==> config.mk <==
export PLATFORM = sky130hd
export DESIGN_NAME = rct_front
export DESIGN_NICKNAME = d
export VERILOG_FILES = /design/src/rtl/radius_centroid_tracker_top_assert.svh /design/src/rtl/rct_pkg.sv /design/src/rtl/rct_front.sv
export SDC_FILE = /design/constraint.sdc
export NUM_CORES = 1
export LEC_CHECK = 0
export BUFFER_PORTS_ARGS = -buffer_cell sky130_fd_sc_hd__buf_4
export CORE_MARGIN = 1
export CORE_UTILIZATION = 53
export CTS_BUF_LIST = sky130_fd_sc_hd__clkbuf_8
export DETAILED_ROUTE_END_ITERATION = 10
export PLACE_DENSITY = 0.88
export SLEW_MARGIN = 20
export SYNTH_ARGS = -nofsm -noshare
export SYNTH_HDL_FRONTEND = slang
export SYNTH_SLANG_ARGS = --single-unit
==> constraint.sdc <==
create_clock -name clk -period 2.8 [get_ports clk]
set_input_delay 0.28 -clock clk [delete_from_list [all_inputs] [get_ports clk]]
set_output_delay 0.28 -clock clk [all_outputs]
set_load 0.02 [all_outputs]
==> src/rtl/radius_centroid_tracker_top_assert.svh <==
// Assertion macros used by the tracker back end (rct_back).
// Expects signals named clk and rst in the scope that uses them.
`ifndef RADIUS_CENTROID_TRACKER_TOP_ASSERT_SVH
`define RADIUS_CENTROID_TRACKER_TOP_ASSERT_SVH

`ifndef NO_ASSERTIONS
`define RCT_ASSERT(lbl, prop, msg) \
  lbl: assert property (@(posedge clk) disable iff (rst) prop) else $error(msg);
`define RCT_ASSERT_NEXT(lbl, ante, cons, msg) \
  lbl: assert property (@(posedge clk) disable iff (rst) ante |=> cons) else $error(msg);
`else
`define RCT_ASSERT(lbl, prop, msg)
`define RCT_ASSERT_NEXT(lbl, ante, cons, msg)
`endif

`endif

==> src/rtl/rct_pkg.sv <==
// Types and constants shared by the radius centroid tracker.
// No dependencies; every other RTL module imports this package.
package rct_pkg;

  localparam int COORD_W        = 20;
  localparam int AXES           = 3;
  localparam int RADIUS_W       = 42;
  localparam int CFG_W          = 42;
  localparam int CFG_IDX_W      = 2;
  localparam int COUNT_OUT_W    = 17;
  localparam int MAX_POINTS_DEF = 65536;
  localparam int QUEUE_DEPTH    = 4;

  localparam int DIFF_W = COORD_W + 1;
  localparam int SQ_W   = 2 * COORD_W;
  localparam int D2_W   = 2 * COORD_W + 2;

  // Reset values: 0.5 m radius squared, start at (-9.45, -4.82, -0.71) m.
  localparam logic [RADIUS_W-1:0] RADIUS_RST = RADIUS_W'(262144);
  localparam logic [COORD_W-1:0]  START_X_RST = COORD_W'(-9677);
  localparam logic [COORD_W-1:0]  START_Y_RST = COORD_W'(-4936);
  localparam logic [COORD_W-1:0]  START_Z_RST = COORD_W'(-727);

  typedef enum logic [CFG_IDX_W-1:0] {
    REG_RADIUS,
    REG_START_X,
    REG_START_Y,
    REG_START_Z
  } reg_idx_t;

  typedef enum logic [2:0] {
    ST_RUN,
    ST_WAIT,
    ST_START,
    ST_DIV,
    ST_PUT
  } back_state_t;

  typedef struct packed {
    logic [AXES-1:0][COORD_W-1:0] p;
    logic                         last;
  } point_t;

  typedef struct packed {
    logic                 we;
    logic [CFG_IDX_W-1:0] index;
    logic [CFG_W-1:0]     data;
  } cfg_wr_t;

endpackage

==> src/rtl/rct_front.sv <==
// Input side of the tracker: accepts points, tags the frame end and
// buffers them in a short register queue. Depends on rct_pkg.
module rct_front import rct_pkg::*; (
  input  logic                      clk,
  input  logic                      rst,
  input  logic                      point_valid,
  output logic                      point_ready,
  input  logic signed [COORD_W-1:0] point_x,
  input  logic signed [COORD_W-1:0] point_y,
  input  logic signed [COORD_W-1:0] point_z,
  input  logic                      frame_end,
  output logic                      head_valid,
  output point_t                    head,
  input  logic                      pop
);

  localparam int PTR_W  = $clog2(QUEUE_DEPTH);
  localparam int FILL_W = $clog2(QUEUE_DEPTH + 1);

  point_t            entry [QUEUE_DEPTH];
  logic [PTR_W-1:0]  wr_ptr;
  logic [PTR_W-1:0]  rd_ptr;
  logic [FILL_W-1:0] fill;
  logic              push;
  point_t            incoming;

  assign point_ready = (fill != FILL_W'(QUEUE_DEPTH));
  assign head_valid  = (fill != '0);
  assign head        = entry[rd_ptr];
  assign push        = point_valid && point_ready;

  always_comb begin
    incoming.p[0] = point_x;
    incoming.p[1] = point_y;
    incoming.p[2] = point_z;
    incoming.last = frame_end;
  end

  always_ff @(posedge clk) begin
    if (push) begin
      entry[wr_ptr] <= incoming;
    end
  end

  always_ff @(posedge clk) begin
    if (rst) begin
      wr_ptr <= '0;
      rd_ptr <= '0;
      fill   <= '0;
    end else begin
      if (push) begin
        wr_ptr <= wr_ptr + PTR_W'(1);
      end
      if (pop) begin
        rd_ptr <= rd_ptr + PTR_W'(1);
      end
      if (push && !pop) begin
        fill <= fill + FILL_W'(1);
      end else if (pop && !push) begin
        fill <= fill - FILL_W'(1);
      end
    end
  end

endmodule

==> results of run 1 <==
[worst max-delay path by stage]
stage,end,slack [ns],cells after the start
after detailed placement,fill[2],0.49,8
after global placement,fill[2],0.71,8
after floorplan,entry[2][0],0.18,3
after CTS,head[18],0.25,3
after global routing,head[20],0.18,3
final,head[20],0.33,3
[logic make-up after synthesis]
| kind of cell | synth area share, % |
|---|---|
| muxes | 15.1 |
| adders and majority gates | 0.885 |
| buffers and inverters | 1.97 |
| AOI/OAI and AO/OA | 0.228 |
| DFF | 80.5 |
| and+or+nand+nor | 0.939 |
| xor gates and xnor gates | 0.376 |
[flip-flops by register name (all words and copies together), names as in the netlist, named ones only]
register	cells
entry	244
fill	3
rd_ptr	2
wr_ptr	2
[cells in the final DEF, fill, tap and decap left out, drive strengths merged]
master         n
nand2b         2
or3            2
inv           13
clkbuf        39
buf          140
mux4          61
o21ai          1
a21boi         1
dfxtp          9
nand2          2
clkinvlp       1
nor2           8
clkinv        20
ha             5
xnor2          1
fa             1
a21oi          1
xor2           3
edfxtp       244
mux2i          2
and2           4
mux2           1
dlygate4sd3   62
[cells in the mapped netlist]
library cell,number
mux2_2,1
buf_1,1
fa_1,1
xor2_1,3
o21ai_0,1
buf_12,6
a21boi_2,1
xnor2_1,1
nor2_1,8
nand2_1,2
dfxtp_1,9
ha_1,5
buf_6,1
clkbuf_1,1
nand2b_1,2
and2_1,4
mux4_1,1
or3_1,2
inv_1,4
a21oi_1,1
buf_2,6
mux4_2,60
edfxtp_1,244
mux2i_1,2
[report_power, final]
group | leakage, µW | total, µW | switching [µW] | internal (µW)
logic | 0.00144 | 1550 | 815 | 736
registers | 0.00231 | 4670 | 132 | 4540
clock network | 0.000369 | 2620 | 1320 | 1300
total | 0.00412 | 8850 | 2270 | 6580
[layout make-up]
| type | count | area [µm²] |
|---|---|---|
| Sequential cell | 253 | 7510 |
| Fill cell | 1031 | 5360 |
| Timing Repair Buffer | 202 | 1760 |
| Multi-Input combinational cell | 95 | 1650 |
| Clock buffer | 39 | 537 |
| Tap cell | 225 | 282 |
| Clock inverter | 30 | 121 |
| Inverter | 4 | 15.0 |
[routing by layer]
layer  share of wire [%]  track usage, %
met5                   0               0
met4                 2.0            8.05
met3                 5.6            4.20
met2                  54            36.5
met1                  39            24.4
[metrics by stage]
step	setup WS [ns]	total power, µW	utilization [%]	cell area, µm²
5_1_grt	0.180	9200	68.9	11900
3_3_place_gp	0.706	6160	61.5	10600
4_1_cts	0.246	8920	68.9	11900
6_report	0.335	8850	68.9	11900
2_1_floorplan	0.175	5600	-	9330
3_5_place_dp	0.492	6240	61.5	10600
[critical path, delay by kind of cell (launching register included)]
kind,cells,cell delay [ns]
flops,1,0.71
mux,1,0.53
buf+inv,2,0.43
==> impl_metrics.ini, run 1 <==
[grt]
grt_max_degree = 40
grt_pass1_wl_um = 27100
overflow = 0
antenna_found_initial = 0
grt_usage_pct = 20.5
grt_pass1_vias = 5132

[detailed_routing]
vias = 4574
drt_wl_total_um = 17700
drt_pass1_iterations = 4
drc = 0
routedWlPerCell_um = 20.9
initialDrtViolationCount = 217
final_antenna_net_count = 0
viasPerCell = 5.39

[die]
coreArea_um2 = 17200
rows = 48
io_pins = 128
die-width_um = 135
floorplan.initialDensity_pct = 54.1
die_h_um = 135
fp.dieArea_um2 = 18100

[clocking]
clockRootBuffer = clkbuf_8
ctsResizeCount = 0
postCtsSetupRepairBufs = 0
cts_tree = done
cts.sinks = 253
clock_latency_ns = 0.51
path_clk_slew_ns = 0.05
htreeDepth = 2
cts_buffer_depth = 3
numCtsBuffers = 39
ctsHoldBuffers = 62

[worst_setup_path]
crit_fanout = 25
crit_type = reg -> out
reg2reg_depth = 8
r2r-start = fill[1]
r2r_slack_ns = 0.41
cp-start-kind = flip-flop
rr_endpoint = fill[2]
critPathCaptureType = output port
cpMaxStageDelayCell = dfxtp_4
arrival_ns = 2.19
max_stage_delay_ns = 0.71
crit_chain = buf_12 -> mux4_2 -> buf_4
cp_data_required_time_ns = 2.52

[sta]
finClkSkew_ns = 0.0213
worstMarginPinSlew_ns = 0.560
slew_viol_final = 0
hold_ws_ns = 0.0724
fin_crit_sh_pct = 88.0
rsz0062_at_grt = no
slew_headroom_pct = 62.6
max_freq_ghz = 0.406
period_needed_ns = 2.47
setup_viol = 0
finalSetupTns_ns = 0
finalHoldViolCount = 0

[final_layout]
n_antenna_cell = 0
areaGrowthSynthToFinish_pct = 27.3
finalNonFillerCells = 848
drive_above_1_share_pct = 40.4
fin_nets = 666

[logic_synthesis]
netlist_instances = 367
synth_warnings = 0
synth_area_leaders = edfxtp_1 79%, mux4_2 14%, dfxtp_1 1.9%
synth-seq-cells = 253
seq_area_frac_synth_pct = 80.5
synth.cell_area_um2 = 9330
postSynthAreaPerCell_um2 = 25.4
synth_top_area_share_pct = 78.6
synth_area_leader_cell = edfxtp_1
ys_types = 24
syn-num-nets = 438

[worst_hold_path]
hold_depth = 3
hold_end = rd_ptr[0]
hold_start = pop
worst_hold_path_type = in -> reg

[placement]
hpwlAfterDp_um = 10300
port_buffers = 127
dpl.cell_count = 717
gp_congestion = 0.707

[power_and_ir_drop]
p_leak_uw = 0.00412
peakVddDrop_mv = 0.573
powerDensity_nw_per_um2 = 745

[run]
drv_cap = 0

[run_status]
status = complete, no violations
Power figures use the tool's default switching activity.
==> run 2: changes to the inputs <==
- CELL_PAD_IN_SITES_DETAIL_PLACEMENT: unset -> 0
- CELL_PAD_IN_SITES_GLOBAL_PLACEMENT: unset -> 1
- CORE_UTILIZATION: 53 -> 47
- PLACE_DENSITY: 0.88 -> 0.78
==> run 2 against run 1 <==
Sequential cell count stayed put. Highest routed layer unchanged. Register-to-register slack gained 0.18 ns. Clock-buffer cell count is 4 higher. First-iteration DRC count is 18% higher. Combinational power hardly changed. Final area rose by 0.75%. Clock skew is 0.0029 ns lower. Die area rose by 13%.
==> impl_metrics.ini, run 2 (synthesis gave the netlist of run 1 again) <==
[run_status]
status = complete, no violations

[sta]
finClkSkew_ns = 0.0184
max_freq_ghz = 0.423
worstMarginPinSlew_ns = 0.501
setup_ws_ns = 0.438
finalSetupTns_ns = 0
hold_ws_ns = 0.0695
setup_viol = 0
slew_headroom_pct = 66.6
rsz0062_at_grt = no
finalHoldViolCount = 0
period_needed_ns = 2.36
fin_crit_sh_pct = 84.3
slew_viol_final = 0

[final_layout]
fin_nets = 669
final_area_um2 = 12000
largest_register_ffs = 244
largest_registers = entry (244), fill (3)
drive_above_1_share_pct = 40.9
final_cell_mix = 244 x edfxtp_1, 135 x buf_4, 62 x dlygate4sd3_1
areaGrowthSynthToFinish_pct = 28.3
fillers = 1361
n_antenna_cell = 0
final_common_cell = edfxtp_1
top_register = entry

[power_and_ir_drop]
combPwrFrac_pct = 17.1
powerDensity_nw_per_um2 = 754
internal_power_uw = 6770
p_seq_share_pct = 51.6
p_switching_uw = 2240
p_leak_uw = 0.00415
switching_share_pct = 24.9
clkPwrFrac_pct = 31.3
peakVddDrop_mv = 0.441

[clocking]
clockRootBuffer = clkbuf_8
clock_latency_ns = 0.52
path_clk_slew_ns = 0.05
cts.sinks = 253
numCtsBuffers = 42
htreeDepth = 2
ctsResizeCount = 0
cts_buffer_depth = 3
cts_tree = done

[die]
coreArea_um2 = 19500
io_pins = 128
rows = 51
floorplan.initialDensity_pct = 47.9
fp.dieArea_um2 = 20400
die_h_um = 143
die-width_um = 143

[grt]
grt_pass1_wl_um = 26200
overflow = 0
grt_usage_pct = 17.3
grt_max_degree = 41
antenna_found_initial = 0
grt_pass1_vias = 4927

[placement]
dp_slack_ns = 0.608
placed_cell_area_um2 = 10600
port_buffers = 127
gp_congestion = 0.707
hpwlAfterDp_um = 10100

[worst_setup_path]
cp-start-kind = flip-flop
reg2reg_depth = 8
max_stage_delay_ns = 0.67
critPathCaptureType = output port
crit_top_cell = buf_4
crit_fanout = 32
r2r-start = fill[0]
arrival_ns = 2.08
crit_chain = buf_4 -> mux4_2 -> buf_4
cp_data_required_time_ns = 2.52
cpMaxStageDelayCell = dfxtp_4
r2r_slack_ns = 0.59
crit_type = reg -> out
rr_endpoint = fill[2]

[worst_hold_path]
worst_hold_path_type = in -> reg
hold_start = pop
hold_depth = 3

[detailed_routing]
viasPerCell = 5.07
final_antenna_net_count = 0
drc = 0
initialDrtViolationCount = 257
drt_pass1_iterations = 4
routedWlPerCell_um = 19.1
drt_wl_total_um = 16900
vias = 4503

[run]
drv_cap = 0
-- run 2: cell types whose count changed in the layout (fill, tap and decap cells not counted) --
cell       previous run  this run
clkinv_2              4         2
clkinv_1             16        11
bufinv_16             0         1
buf_4               133       135
clkbuf_8             39        43
inv_1                13        15
buf_12                7         5
-- run 2: worst max-delay path by stage --
stage                     startpoint     endpoint  slack, ns
after floorplan              fill[0]  entry[2][0]       0.18
after global placement       fill[0]      fill[2]       0.70
after detailed placement     fill[0]      fill[2]       0.61
after CTS                  flip-flop      head[1]       0.38
after global routing       flip-flop     head[36]       0.34
final                      flip-flop     head[36]       0.44
-- run 2: layout make-up --
cell class | instances | area (µm²) | area share [%]
Sequential cell | 253 | 7510 | 62.8
Clock buffer | 43 | 592 | 4.95
Clock inverter | 26 | 130 | 1.09
Timing Repair Buffer | 202 | 1730 | 14.5
Tap cell | 265 | 332 | 2.77
Inverter | 4 | 15.0 | 0.126
Multi-Input combinational cell | 95 | 1650 | 13.8
-- run 2: per-stage QoR --
| stage | utilization [%] | instances | power [µW] |
|---|---|---|---|
| finish | 61.5 | 888 | 9010 |
| global route | 61.5 | 888 | 9400 |
| CTS | 61.5 | 888 | 9140 |
| detailed placement | 54.6 | 757 | 6230 |
| global placement | 54.6 | 757 | 6170 |
| floorplan | - | 367 | 5600 |
-- run 2: metal layers --
metal,vias up,part of all wire (%),global-route usage (%)
met5,-,0,0
met4,0,1.7,5.89
met3,28,5.4,4.19
met2,131,50,29.5
met1,2326,43,21.7
li1,2018,-,-
-- run 2: what timing repair did --
item                                    CTS  global route
hold endpoints to repair                251             0
setup buffers                             0             0
endpoints found under the setup margin    0             0
hold buffers                             62             0
-- run 2: power by group through the flow --
stage	clock, µW	combinational, µW	sequential [µW]
6_report	2820	1540	4650
5_1_grt	3080	1650	4680
4_1_cts	2910	1570	4660
3_5_place_dp	0	1490	4740
3_3_place_gp	0	1460	4700
2_1_floorplan	0	903	4700
-- run 2: critical path: cells and delay by family (launching register included) --
kind	cells	cell delay (ns)
buffers and inverters	2	0.53
flip-flops	1	0.67
multiplexers	1	0.36
