File: src/rtl/radius_centroid_tracker_top_assert.svh
// Assertion macros used by the tracker back end (rct_back).
// Expects signals named clk and rst in the scope that uses them.
`ifndef RADIUS_CENTROID_TRACKER_TOP_ASSERT_SVH
`define RADIUS_CENTROID_TRACKER_TOP_ASSERT_SVH

`ifndef NO_ASSERTIONS
`define RCT_ASSERT(lbl, prop, msg) \
  lbl: assert property (@(posedge clk) disable iff (rst) prop) else $error(msg);
`define RCT_ASSERT_NEXT(lbl, ante, cons, msg) \
  lbl: assert property (@(posedge clk) disable iff (rst) ante |=> cons) else $error(msg);
`else
`define RCT_ASSERT(lbl, prop, msg)
`define RCT_ASSERT_NEXT(lbl, ante, cons, msg)
`endif

`endif

File: src/rtl/rct_pkg.sv
// Types and constants shared by the radius centroid tracker.
// No dependencies; every other RTL module imports this package.
package rct_pkg;

  localparam int COORD_W        = 20;
  localparam int AXES           = 3;
  localparam int RADIUS_W       = 42;
  localparam int CFG_W          = 42;
  localparam int CFG_IDX_W      = 2;
  localparam int COUNT_OUT_W    = 17;
  localparam int MAX_POINTS_DEF = 65536;
  localparam int QUEUE_DEPTH    = 4;

  localparam int DIFF_W = COORD_W + 1;
  localparam int SQ_W   = 2 * COORD_W;
  localparam int D2_W   = 2 * COORD_W + 2;

  // Reset values: 0.5 m radius squared, start at (-9.45, -4.82, -0.71) m.
  localparam logic [RADIUS_W-1:0] RADIUS_RST = RADIUS_W'(262144);
  localparam logic [COORD_W-1:0]  START_X_RST = COORD_W'(-9677);
  localparam logic [COORD_W-1:0]  START_Y_RST = COORD_W'(-4936);
  localparam logic [COORD_W-1:0]  START_Z_RST = COORD_W'(-727);

  typedef enum logic [CFG_IDX_W-1:0] {
    REG_RADIUS,
    REG_START_X,
    REG_START_Y,
    REG_START_Z
  } reg_idx_t;

  typedef enum logic [2:0] {
    ST_RUN,
    ST_WAIT,
    ST_START,
    ST_DIV,
    ST_PUT
  } back_state_t;

  typedef struct packed {
    logic [AXES-1:0][COORD_W-1:0] p;
    logic                         last;
  } point_t;

  typedef struct packed {
    logic                 we;
    logic [CFG_IDX_W-1:0] index;
    logic [CFG_W-1:0]     data;
  } cfg_wr_t;

endpackage

File: src/rtl/rct_div.sv
// Restoring divider, one quotient bit per cycle, for the per-axis mean.
// The caller guarantees the quotient fits in QUOT_W bits. Depends on rct_pkg.
module rct_div import rct_pkg::*; #(
  parameter int NUM_W  = COORD_W + 17,
  parameter int DEN_W  = 17,
  parameter int QUOT_W = COORD_W
) (
  input  logic              clk,
  input  logic              rst,
  input  logic              start,
  input  logic [NUM_W-1:0]  num,
  input  logic [DEN_W-1:0]  den,
  output logic              busy,
  output logic [QUOT_W-1:0] quot
);

  localparam int STEP_W = $clog2(QUOT_W + 1);

  logic [DEN_W-1:0]  rem;
  logic [DEN_W-1:0]  rem_next;
  logic [DEN_W:0]    trial;
  logic [QUOT_W-1:0] q;
  logic [STEP_W-1:0] steps;
  logic              qbit;

  // The upper dividend bits start out below the divisor, so only the low
  // QUOT_W bits need a step each.
  always_comb begin
    trial    = {rem, q[QUOT_W-1]};
    qbit     = (trial >= {1'b0, den});
    rem_next = qbit ? DEN_W'(trial - {1'b0, den}) : trial[DEN_W-1:0];
  end

  always_ff @(posedge clk) begin
    if (start) begin
      rem <= DEN_W'(num >> QUOT_W);
      q   <= num[QUOT_W-1:0];
    end else if (busy) begin
      rem <= rem_next;
      q   <= {q[QUOT_W-2:0], qbit};
    end
  end

  always_ff @(posedge clk) begin
    if (rst) begin
      steps <= '0;
    end else if (start) begin
      steps <= STEP_W'(QUOT_W);
    end else if (busy) begin
      steps <= steps - STEP_W'(1);
    end
  end

  assign busy = (steps != '0);
  assign quot = q;

endmodule

File: src/rtl/rct_back.sv
// Execution side of the tracker: distance pipeline, accumulation, mean
// division, tracked position and the result register.
// Depends on rct_pkg, rct_div and the assertion macro header.
`include "radius_centroid_tracker_top_assert.svh"

module rct_back import rct_pkg::*; #(
  parameter int MAX_POINTS = MAX_POINTS_DEF
) (
  input  logic                          clk,
  input  logic                          rst,
  input  cfg_wr_t                       cfg,
  input  logic                          head_valid,
  input  point_t                        head,
  output logic                          pop,
  output logic                          result_valid,
  input  logic                          result_ready,
  output logic                          found,
  output logic signed [COORD_W-1:0]     track_x,
  output logic signed [COORD_W-1:0]     track_y,
  output logic signed [COORD_W-1:0]     track_z,
  output logic        [COUNT_OUT_W-1:0] matched_count,
  output logic                          count_overflow
);

  localparam int CNT_W = $clog2(MAX_POINTS + 1);
  localparam int SUM_W = COORD_W + CNT_W;

  back_state_t state, state_next;

  logic        [RADIUS_W-1:0] radius_squared;
  logic signed [COORD_W-1:0]  tracked [AXES];

  logic                        a_valid, a_last;
  logic signed [COORD_W-1:0]   a_p [AXES];
  logic signed [DIFF_W-1:0]    a_d [AXES];
  logic signed [2*DIFF_W-1:0]  prod [AXES];

  logic                        b_valid, b_last;
  logic signed [COORD_W-1:0]   b_p [AXES];
  logic        [SQ_W-1:0]      b_sq [AXES];

  logic                        c_valid, c_last;
  logic signed [COORD_W-1:0]   c_p [AXES];
  logic        [D2_W-1:0]      c_d2;
  logic                        match;

  logic signed [SUM_W-1:0]     sum [AXES];
  logic        [SUM_W-1:0]     mag [AXES];
  logic        [CNT_W-1:0]     count;
  logic                        overflow_seen;

  logic                        div_start;
  logic        [AXES-1:0]      div_busy;
  logic        [COORD_W-1:0]   quot [AXES];
  logic signed [COORD_W-1:0]   mean [AXES];
  logic                        load_result;
  logic                        any_found;

  assign pop       = (state == ST_RUN) && head_valid;
  assign match     = (c_d2 <= D2_W'(radius_squared));
  assign any_found = (count != '0);

  always_comb begin
    for (int i = 0; i < AXES; i++) begin
      prod[i] = a_d[i] * a_d[i];
      mag[i]  = sum[i][SUM_W-1] ? (~sum[i] + SUM_W'(1)) : sum[i];
      mean[i] = sum[i][SUM_W-1] ? (~quot[i] + COORD_W'(1)) : quot[i];
    end
  end

  for (genvar g = 0; g < AXES; g++) begin : g_div
    rct_div #(
      .NUM_W  (SUM_W),
      .DEN_W  (CNT_W),
      .QUOT_W (COORD_W)
    ) u_div (
      .clk   (clk),
      .rst   (rst),
      .start (div_start),
      .num   (mag[g]),
      .den   (count),
      .busy  (div_busy[g]),
      .quot  (quot[g])
    );
  end

  always_ff @(posedge clk) begin
    if (rst) begin
      state <= ST_RUN;
    end else begin
      state <= state_next;
    end
  end

  always_comb begin
    state_next  = state;
    div_start   = 1'b0;
    load_result = 1'b0;
    unique case (state)
      ST_RUN: begin
        if (pop && head.last) begin
          state_next = ST_WAIT;
        end
      end
      ST_WAIT: begin
        if (c_valid && c_last) begin
          state_next = ST_START;
        end
      end
      ST_START: begin
        div_start  = any_found;
        state_next = any_found ? ST_DIV : ST_PUT;
      end
      ST_DIV: begin
        if (div_busy == '0) begin
          state_next = ST_PUT;
        end
      end
      ST_PUT: begin
        if (!result_valid || result_ready) begin
          load_result = 1'b1;
          state_next  = ST_RUN;
        end
      end
      default: begin
        state_next = ST_RUN;
      end
    endcase
  end

  // Distance pipeline payload.
  always_ff @(posedge clk) begin
    for (int i = 0; i < AXES; i++) begin
      a_p[i] <= $signed(head.p[i]);
      a_d[i] <= {head.p[i][COORD_W-1], head.p[i]} - {tracked[i][COORD_W-1], tracked[i]};
      b_p[i] <= a_p[i];
      b_sq[i] <= SQ_W'(prod[i]);
      c_p[i] <= b_p[i];
    end
    a_last <= head.last;
    b_last <= a_last;
    c_last <= b_last;
    c_d2   <= D2_W'(b_sq[0]) + D2_W'(b_sq[1]) + D2_W'(b_sq[2]);
  end

  always_ff @(posedge clk) begin
    if (rst) begin
      a_valid        <= 1'b0;
      b_valid        <= 1'b0;
      c_valid        <= 1'b0;
      count          <= '0;
      overflow_seen  <= 1'b0;
      result_valid   <= 1'b0;
      radius_squared <= RADIUS_RST;
      tracked[0]     <= START_X_RST;
      tracked[1]     <= START_Y_RST;
      tracked[2]     <= START_Z_RST;
      for (int i = 0; i < AXES; i++) begin
        sum[i] <= '0;
      end
    end else begin
      a_valid <= pop;
      b_valid <= a_valid;
      c_valid <= b_valid;

      if (c_valid && match) begin
        if (count < CNT_W'(MAX_POINTS)) begin
          for (int i = 0; i < AXES; i++) begin
            sum[i] <= sum[i] + {{CNT_W{c_p[i][COORD_W-1]}}, c_p[i]};
          end
          count <= count + CNT_W'(1);
        end else begin
          overflow_seen <= 1'b1;
        end
      end

      if (load_result) begin
        result_valid <= 1'b1;
        for (int i = 0; i < AXES; i++) begin
          sum[i] <= '0;
          if (any_found) begin
            tracked[i] <= mean[i];
          end
        end
        count         <= '0;
        overflow_seen <= 1'b0;
      end else if (result_ready) begin
        result_valid <= 1'b0;
      end

      if (cfg.we) begin
        unique case (reg_idx_t'(cfg.index))
          REG_RADIUS:  radius_squared <= RADIUS_W'(cfg.data);
          REG_START_X: tracked[0] <= cfg.data[COORD_W-1:0];
          REG_START_Y: tracked[1] <= cfg.data[COORD_W-1:0];
          REG_START_Z: tracked[2] <= cfg.data[COORD_W-1:0];
        endcase
      end
    end
  end

  always_ff @(posedge clk) begin
    if (load_result) begin
      found          <= any_found;
      track_x        <= any_found ? mean[0] : tracked[0];
      track_y        <= any_found ? mean[1] : tracked[1];
      track_z        <= any_found ? mean[2] : tracked[2];
      matched_count  <= COUNT_OUT_W'(count);
      count_overflow <= overflow_seen;
    end
  end

  `RCT_ASSERT_NEXT(a_last_blocks_pop, (pop && head.last), !pop, "pop after frame end")
  `RCT_ASSERT(a_count_bounded, (count <= CNT_W'(MAX_POINTS)), "match count beyond maximum")
  `RCT_ASSERT(a_div_in_div_state, ((div_busy != '0) |-> (state == ST_DIV)), "divider busy outside division")
  `RCT_ASSERT(a_pipe_empty_at_put, ((state == ST_PUT) |-> !(a_valid || b_valid || c_valid)), "points in flight at result")

endmodule

File: config.mk
export PLATFORM = sky130hd
export DESIGN_NAME = rct_back
export DESIGN_NICKNAME = d
export VERILOG_FILES = /design/src/rtl/rct_pkg.sv /design/src/rtl/rct_div.sv /design/src/rtl/rct_back.sv
export VERILOG_INCLUDE_DIRS = /design/src /design/src/rtl
export SDC_FILE = /design/constraint.sdc
export NUM_CORES = 2
export LEC_CHECK = 0
export ABC_AREA = 1
export BUFFER_PORTS_ARGS = -buffer_cell sky130_fd_sc_hd__clkbuf_2
export CORE_ASPECT_RATIO = 1.5
export CORE_MARGIN = 3
export CORE_UTILIZATION = 50
export DETAILED_ROUTE_END_ITERATION = 6
export GPL_TIMING_DRIVEN = 0
export PLACE_DENSITY = 0.71
export SYNTH_ARGS = -nofsm -noshare
export SYNTH_HDL_FRONTEND = slang
export SYNTH_SLANG_ARGS = --single-unit
export TNS_END_PERCENT = 1
File: constraint.sdc
create_clock -name clk -period 11 [get_ports clk]
set_input_delay 1.1 -clock clk [delete_from_list [all_inputs] [get_ports clk]]
set_output_delay 1.1 -clock clk [all_outputs]
set_load 0.005 [all_outputs]
==> summary.txt <==
CTS
  • # resized after CTS: 0
  • Longest Clk Path Bufs: 3
  • CTS clk-pin slew, worst paths: 70 ps
  • Post-CTS setup buffer count: 0
  • TritonCTS clock tree: built
  • H-tree Lvls: 3
  • Cts bufs inserted: 86
  • Hold-fix buffers, CTS: 0
  • Clock tree sinks: 848
  • Root buffer cell: clkbuf_16
  • Clock insertion delay at the later pin of the skew report: 720 ps

Drt
  • Post-route ant nets: 0
  • Vias per inst: 5.45
  • # DRC: 8
  • First-iteration detailed-routing DRC count: 6740
  • Routed via count: 78079
  • First-pass detailed-route iteration total: 7
  • DR WL/cell: 22.4 µm
  • WL final: 321 mm

Global route
  • First-pass GRT wire length: 482 mm
  • Antenna violations before repair: 19
  • Vias in the first global route: 81514
  • Largest net degree at the start of global routing: 38
  • Tot GR Track Use: 0.339
  • GRT overflow: 0

Layout
  • Area growth syn-to-layout: 7.73%
  • Most frequent cells in the layout: inv_1, nand2_1, fa_1
  • Layout Nets: 13846
  • Most common cell after layout, fill and taps aside: inv_1
  • Share of layout cells above drive strength 1: 0.0401
  • Fillers: 17454

STA
  • Period minus WS final: 8760 ps
  • Max-slew headroom: 0.0341
  • Fin. Hold Viols: 0
  • Final Skew: 43.0 ps
  • Unrepaired setup endpoints after global routing: no
  • Setup violations, final: 0
  • Fmax: 0.114 GHz
  • Period utilization: 0.797
  • Final Hold Slack: 309 ps
  • Final TNS setup: 0 ps
  • Final Slew Violations: 0
  • Worst-Margin Slew: 1440 ps

Floorplanning
  • Die Area: 190000 µm²
  • Core area: 183000 µm²
  • Top Ports: 191
  • Die Ht: 532 µm
  • Row cnt: 192
  • Die width: 357 µm
  • Effective utilization at floorplan: 0.505

Critical path
  • CP max-delay cell: fa_1
  • Worst-path fanout max: 10
  • CP arrival: 9360 ps
  • CP startpoint kind: flip-flop
  • Worst EP required: 11590 ps
  • Crit-path max cell delay: 690 ps
  • Crit. End Element: flip-flop
  • Crit path top cell by count: inv_1
  • Critical path type: flip-flop to flip-flop

Synth
  • Async S/R FF share, synth: 0
  • Top cells by area, synth: fa_1, dfxtp_1, inv_1
  • Mapped Cells: 11529
  • Post-synth top area cell: fa_1
  • Mapped Avg Cell Area: 8.01 µm²
  • Main flop type after synthesis: dfxtp_1
  • Post-synth EDFFs: 250
  • Post-Syn Area: 92400 µm²
  • Yosys warning total: 0
  • Post-synth cell types: 62
  • Top-area cell type share of the netlist area: 0.270
  • Sequential area share after synthesis: 0.211
  • Synth Register Bits: 848

Placed design
  • Buffers added on ports: 189
  • Final HPWL from detailed placement: 275 mm
  • Gpl congestion: 1.03

Run status
  • Failing checks: DRC
  • Outcome: finished with violations

Min path
  • Worst min path class: flip-flop to flip-flop

Run
  • Maximum Capacitance Violations: 0
Yosys cell counts (all sizes together) (204+ instances only):
master / number
inv: 2673
nand2: 2285
fa: 1248
nor2: 759
a21oi: 693
ha: 678
dfxtp: 598
o21ai: 489
nand3: 455
xor2: 351
edfxtp: 250
clkbuf: 204
worst max-delay path, delay by kind of cell, from the launching register on:
kind	cells	cell delay (ps)
AO/OA/AOI/OAI	1	320
adder cells (fa/ha/maj)	8	4420
buffers and inverters	11	2070
flip-flops	1	540
AND/OR/NAND/NOR	7	1280
worst paths after layout:
| path | startpoint | end | slack [ps] | cells past startpoint |
|---|---|---|---|---|
| min | a_p[0][1] | b_p[0][1] | 310 | 0 |
| max | a_d[0][46] | b_sq[0][119] | 2240 | 27 |
| min reg2reg | a_p[0][1] | b_p[0][1] | 310 | 0 |
| max reg2reg | a_d[0][46] | b_sq[0][119] | 2240 | 27 |
per-layer routing:
layer  vias up  global-route usage  share of wire
li1      36059                   -              -
met1     37720               0.369           0.34
met2      3243               0.596           0.50
met3      1045              0.0514          0.070
met4        12               0.246          0.090
met5         -                   0        0.00027
registers in the layout, summed over array words and instances (netlist names), 42 cells and up:
| register | cells |
|---|---|
| b_sq | 117 |
| sum | 111 |
| a_d | 63 |
| a_p | 60 |
| b_p | 60 |
| c_p | 60 |
| g_div.u_div.quot | 60 |
| tracked | 60 |
| g_div.u_div.rem | 51 |
| c_d2 | 42 |
| radius_squared | 42 |
metrics by stage:
stage	utilization	instances	setup slack (ps)	instance area (µm²)
2_1_floorplan	-	11531	4580	92400
3_3_place_gp	0.526	14145	2490	96300
3_5_place_dp	0.527	14147	2420	96400
4_1_cts	0.543	14306	2360	99500
5_1_grt	0.543	14306	2040	99500
6_report	0.544	14326	2240	99500
layout make-up:
class	instances	area [µm²]	area share
Multi-Input combinational cell	7730	61700	0.620
Sequential cell	848	19500	0.196
Inverter	2677	10000	0.101
Tap cell	2425	3030	0.0305
Clock buffer	107	2370	0.0239
Buffer	276	1150	0.0116
Timing Repair Buffer	191	986	0.00991
Clock inverter	52	669	0.00673
Antenna cell	20	50.0	0.000503
cells by family after synthesis:
group	synth area share
flops	0.211
xor+xnor	0.0468
fa+ha+maj	0.362
buf+inv	0.121
compound gates	0.0898
other cells	0.0000406
simple gates	0.169
mux	0.000217
Power is not shown: default switching activity piles up to over one toggle a cycle in this logic, so the estimate is an artifact.
